==> config.mk <==
export PLATFORM = sky130hd
export DESIGN_NAME = crl_ctrl
export DESIGN_NICKNAME = d
export VERILOG_FILES = /design/src/rtl/core/crl_pkg.sv /design/src/rtl/core/crl_ctrl.sv
export SDC_FILE = /design/constraint.sdc
export NUM_CORES = 1
export LEC_CHECK = 0
export BUFFER_PORTS_ARGS = -buffer_cell sky130_fd_sc_hd__buf_2
export CORE_AREA = 3 3 40 42
export CTS_BUF_LIST = sky130_fd_sc_hd__clkbuf_2
export CTS_CLUSTER_SIZE = 12
export DETAILED_ROUTE_END_ITERATION = 10
export DIE_AREA = 0 0 43 45
export SLEW_MARGIN = 0
export SYNTH_ARGS = -nofsm -noshare
export SYNTH_HDL_FRONTEND = slang
export SYNTH_SLANG_ARGS = --single-unit
==> constraint.sdc <==
create_clock -name clk -period 1.74 [get_ports clk]
set_input_delay 0.435 -clock clk [delete_from_list [all_inputs] [get_ports clk]]
set_output_delay 0.435 -clock clk [all_outputs]
set_load 0.03 [all_outputs]
==> src/rtl/core/crl_pkg.sv <==
// Shared types and constants for the connection rate limiter.
// Depends on nothing; imported by crl_ctrl, crl_dp and the top-level unit.
`timescale 1ns / 1ps

package crl_pkg;

	localparam int TABLE_ENTRIES = 64;
	localparam int IDX_W         = $clog2(TABLE_ENTRIES);
	localparam int CNT_W         = $clog2(TABLE_ENTRIES + 1);

	localparam int ADDR_W     = 32;
	localparam int TIME_W     = 48;
	localparam int WINDOW_W   = 16;
	localparam int BAN_W      = 32;
	localparam int STRIKE_W   = 8;
	localparam int CFG_IDX_W  = 3;
	localparam int CFG_DATA_W = 32;

	localparam logic [WINDOW_W-1:0] WINDOW_RST      = 16'd650;
	localparam logic [BAN_W-1:0]    SHORT_BAN_RST   = 32'd10000;
	localparam logic [BAN_W-1:0]    LONG_BAN_RST    = 32'd20000;
	localparam logic [STRIKE_W-1:0] STRIKE_LIM_RST  = 8'd4;
	localparam logic [ADDR_W-1:0]   ALLOW_ADDR_RST  = 32'h0509_AD76;
	localparam logic                ALLOW_EN_RST    = 1'b1;
	localparam logic [STRIKE_W-1:0] STRIKE_MAX      = '1;
	localparam logic [TIME_W-1:0]   TIME_MAX        = '1;

	typedef enum logic [CFG_IDX_W-1:0] {
		CFG_WINDOW     = 3'd0,
		CFG_SHORT_BAN  = 3'd1,
		CFG_LONG_BAN   = 3'd2,
		CFG_STRIKE_LIM = 3'd3,
		CFG_ALLOW_ADDR = 3'd4,
		CFG_ALLOW_EN   = 3'd5
	} cfg_idx_t;

	typedef enum logic [2:0] {
		VERDICT_KNOWN  = 3'd0,
		VERDICT_NEW    = 3'd1,
		VERDICT_WHITE  = 3'd2,
		VERDICT_NOADDR = 3'd3,
		VERDICT_BANNED = 3'd4,
		VERDICT_FAST   = 3'd5
	} verdict_t;

	typedef enum logic [2:0] {
		ST_IDLE     = 3'd0,
		ST_CLASSIFY = 3'd1,
		ST_SCAN     = 3'd2,
		ST_EVAL     = 3'd3,
		ST_UPDATE   = 3'd4
	} state_t;

	typedef struct packed {
		logic [ADDR_W-1:0]   address;
		logic [TIME_W-1:0]   last_time;
		logic [TIME_W-1:0]   ban_until;
		logic [STRIKE_W-1:0] strikes;
	} entry_t;

	localparam int ENTRY_W = $bits(entry_t);

	typedef struct packed {
		logic     load;
		logic     scan;
		logic     take_hit;
		logic     insert;
		logic     eval;
		logic     update;
		logic     emit;
		verdict_t verdict;
	} dp_cmd_t;

	typedef struct packed {
		logic present;
		logic white;
		logic hit;
		logic miss;
		logic banned;
		logic fast;
	} dp_status_t;

endpackage

==> src/rtl/core/crl_ctrl.sv <==
// Controller state machine for the connection rate limiter.
// Depends on crl_pkg; drives crl_dp through command/status structs.
`timescale 1ns / 1ps

module crl_ctrl (
	input  logic                clk,
	input  logic                arst_n,
	input  logic                start,
	output logic                busy,
	input  crl_pkg::dp_status_t status,
	output crl_pkg::dp_cmd_t    cmd
);
	import crl_pkg::*;

	state_t state_q;
	state_t state_d;

	always_ff @(posedge clk or negedge arst_n) begin
		if (!arst_n) begin
			state_q <= ST_IDLE;
		end else begin
			state_q <= state_d;
		end
	end

	always_comb begin
		state_d = state_q;
		case (state_q)
			ST_IDLE: begin
				if (start) state_d = ST_CLASSIFY;
			end
			ST_CLASSIFY: begin
				if (!status.present || status.white) state_d = ST_IDLE;
				else state_d = ST_SCAN;
			end
			ST_SCAN: begin
				if (status.hit) state_d = ST_EVAL;
				else if (status.miss) state_d = ST_IDLE;
			end
			ST_EVAL: begin
				if (status.banned) state_d = ST_IDLE;
				else state_d = ST_UPDATE;
			end
			ST_UPDATE: begin
				state_d = ST_IDLE;
			end
			default: state_d = ST_IDLE;
		endcase
	end

	always_comb begin
		cmd         = '0;
		cmd.verdict = VERDICT_KNOWN;
		busy        = 1'b1;
		case (state_q)
			ST_IDLE: begin
				busy     = 1'b0;
				cmd.load = start;
			end
			ST_CLASSIFY: begin
				if (!status.present) begin
					cmd.emit    = 1'b1;
					cmd.verdict = VERDICT_NOADDR;
				end else if (status.white) begin
					cmd.emit    = 1'b1;
					cmd.verdict = VERDICT_WHITE;
				end
			end
			ST_SCAN: begin
				cmd.scan = 1'b1;
				if (status.hit) begin
					cmd.take_hit = 1'b1;
				end else if (status.miss) begin
					cmd.insert  = 1'b1;
					cmd.emit    = 1'b1;
					cmd.verdict = VERDICT_NEW;
				end
			end
			ST_EVAL: begin
				if (status.banned) begin
					cmd.emit    = 1'b1;
					cmd.verdict = VERDICT_BANNED;
				end else begin
					cmd.eval = 1'b1;
				end
			end
			ST_UPDATE: begin
				cmd.update  = 1'b1;
				cmd.emit    = 1'b1;
				cmd.verdict = status.fast ? VERDICT_FAST : VERDICT_KNOWN;
			end
			default: begin
				busy = 1'b1;
			end
		endcase
	end

endmodule

==> metrics.md <==
| Metric | Value |
|---|---|
| Run status | `finished with violations` |
| Violated checks | `negative setup slack` |
| Unique masters post-synth | `23` |
| Slew Limit Fails | `0` |
| Clock Skew | `0.000895 ns` |
| PortBufs | `19` |
| CTS clk-pin slew, worst paths | `0.05 ns` |
| Fmax | `572 MHz` |
| Sequential area share after synthesis | `25.0%` |
| Via count | `between 300 and 400` |
| Final Hold Vio Count | `0` |
| Synth warn | `0` |
| Hold Slack | `0.513 ns` |
| CTS root buffer | `clkbuf_2` |
| Initial antenna violation count | `0` |
| IO Pins | `20` |
| Starting Density | `23.4%` |
| Maxcap violations | `0` |
| Syn nets | `43` |
| GRT Resource Usage Total | `around a tenth` |
| # setup viols final | `1` |
| First-pass iteration count of the detailed router | `4` |
| Max_slew headroom | `88.7%` |
| Worst VDD drop | `between 0.3 and 0.4 mV` |
| Leak | `0.290 nW` |
| Unrepaired setup endpoints after global routing | `yes` |
| Top FF cell, synth | `dfrtp_1` |
| Global-route wire length before repair | `around 1400 um` |
| DRC errors left | `0` |
| Post-route ant nets | `0` |
| Worst-Margin Slew | `0.170 ns` |
| Final RePlAce weighted congestion | `0.715` |
| # nets final | `73` |
| Num CTS Buffers | `3` |
| Largest net degree at the start of global routing | `10` |
| Largest register FFs | `3` |
| CP Launch Type | `register` |
| Critical Path AT | `~1.3 ns` |
| Site Rows | `13` |
| Via density | `4.50` |
| Async set or reset register ratio after synthesis | `100%` |
| N_diodes | `0` |
| Post-Route WL | `roughly 900 um` |
| CP Data Required Time | `1.30 ns` |
| Vias in the first global route | `about 320` |
| Largest regs | `state_q (3)` |
| Syn Area/Cell | `8.83 sq um` |
| Setup WS pre-CTS | `0.0969 ns` |
| Cell Area, Synth | `300 sq um` |
| Wirelength per Cell | `approximately 11 um` |
| Min Tclk post-route | `1.75 ns` |
| Number of flops mapped to enable cells by yosys | `0` |
| PnR worst setup slack | `-0.00742 ns` |
| Top reg by flops | `state_q` |
| CTS H-Tree Depth | `1` |
| Tcrit/Tclk final | `100%` |
| Most frequent cells in the layout | `11 x buf_2, 8 x buf_6, 7 x buf_4` |
| Kind of critical path | `reg2out` |
| Clk_lat worst skew | `roughly 0.21 ns` |
| Endpoint class of the critical path | `primary output` |
| Yosys reg bits | `3` |
| Clock Sinks | `3` |
| CTS max path bufs | `2` |
| Synthesis-to-layout area growth | `85.4%` |
| Share of layout cells above drive strength 1 | `69.8%` |
| Die footprint | `a little under 0.002 sq mm` |
| Die width | `43 um` |
| Commonest non-fill, non-tap cell in the layout | `buf_2` |
| Crit-path max FO | `7` |
| Core area | `0.00128 sq mm` |
| TritonCTS clock tree | `yes` |
| Initial DRC count | `1` |
| Hold Crit Class | `in2reg` |
| Power, Total | `around 0.48 mW` |
| Syn Inst Count | `34` |
| Gr ovfl total | `0` |
| Die Y | `45 um` |
| Pwr Density | `869 mW/mm^2` |
## worst paths after layout
check                      startpoint          to  slack [ns]  cells after the start
min reg2reg                state_q[1]  state_q[1]        0.65                      3
min in group asynchronous      arst_n  state_q[2]        0.55                      2
min                         status[4]  state_q[1]        0.51                      4
max                        state_q[0]      cmd[3]      -0.007                      5
max reg2reg                state_q[0]  state_q[1]        0.74                      3
max in group asynchronous      arst_n  state_q[1]        1.07                      2
## routing by layer
metal / global-route usage (%) / vias to the layer above / share of wire, % / wire (um)
met3: 3.19 / 0 / 7.6 / 66
met4: 7.23 / 0 / 0 / 0
met1: 11.1 / 166 / 39 / 342
met2: 15.6 / 12 / 53 / 466
li1: - / 173 / - / -
met5: 0 / - / 0 / 0
## synthesized netlist by cell type, types with 2 or more instances
library cell / instances / area [sq um]
and2_1: 3 / 18.8
dfrtp_1: 3 / 75.1
inv_1: 3 / 11.3
nand2_1: 2 / 7.51
nand2b_1: 2 / 12.5
nand3b_1: 2 / 15.0
nor3_1: 2 / 10.0
nor3b_2: 2 / 25.0
## cells by family (layout without fill, tap and decap cells)
group / Yosys count / in the layout / synth area share [%]
AOI/OAI and AO/OA: 5 / 5 / 12.9
and+or+nand+nor: 20 / 20 / 48.7
DFF: 3 / 3 / 25.0
buffers and inverters: 5 / 34 / 10.0
muxes: 1 / 1 / 3.33
## cell type report
class / instances / area, sq um
clock buffers: 4 / 20.0
fillers: 132 / 728
inverters: 3 / 11.3
multi-input cells: 26 / 220
flip-flops and latches: 3 / 78.8
well taps: 15 / 18.8
repair buffers: 27 / 208
## metrics by stage
stage	area, sq um	utilization, %	cells	TNS, ns
2_1_floorplan	310	-	34	-0.00656
3_3_place_gp	413	32.1	67	0
3_5_place_dp	413	32.1	67	0
4_1_cts	499	38.9	75	-0.0537
5_1_grt	557	43.3	78	-0.319
6_report	557	43.3	78	-0.00742
## where the power goes
group | switching (mW) | total (mW) | internal [mW] | leakage, nW
sequential | 0.0223 | 0.103 | 0.0810 | 0.0355
clock | 0.0417 | 0.102 | 0.0607 | 0.0166
combinational | 0.140 | 0.278 | 0.138 | 0.238
total | 0.204 | 0.484 | 0.280 | 0.290
## critical path, stage by stage, from the launching register on
cell and delay, ns:
dfrtp_2 0.45, buf_6 0.13, nand2b_4 0.06, a211o_1 0.23
nand3b_1 0.11, buf_6 0.14
## repair_timing
| item | 4_1_cts | 5_1_grt |
|---|---|---|
| resized for setup | 15 | 12 |
| setup buffers | 3 | 3 |
| hold buffers | 1 | 0 |
| setup endpoints to repair | 8 | 8 |
| pin swaps | 2 | 3 |
| hold endpoints to repair | 2 | 0 |
(Power assumes the default switching activity.)
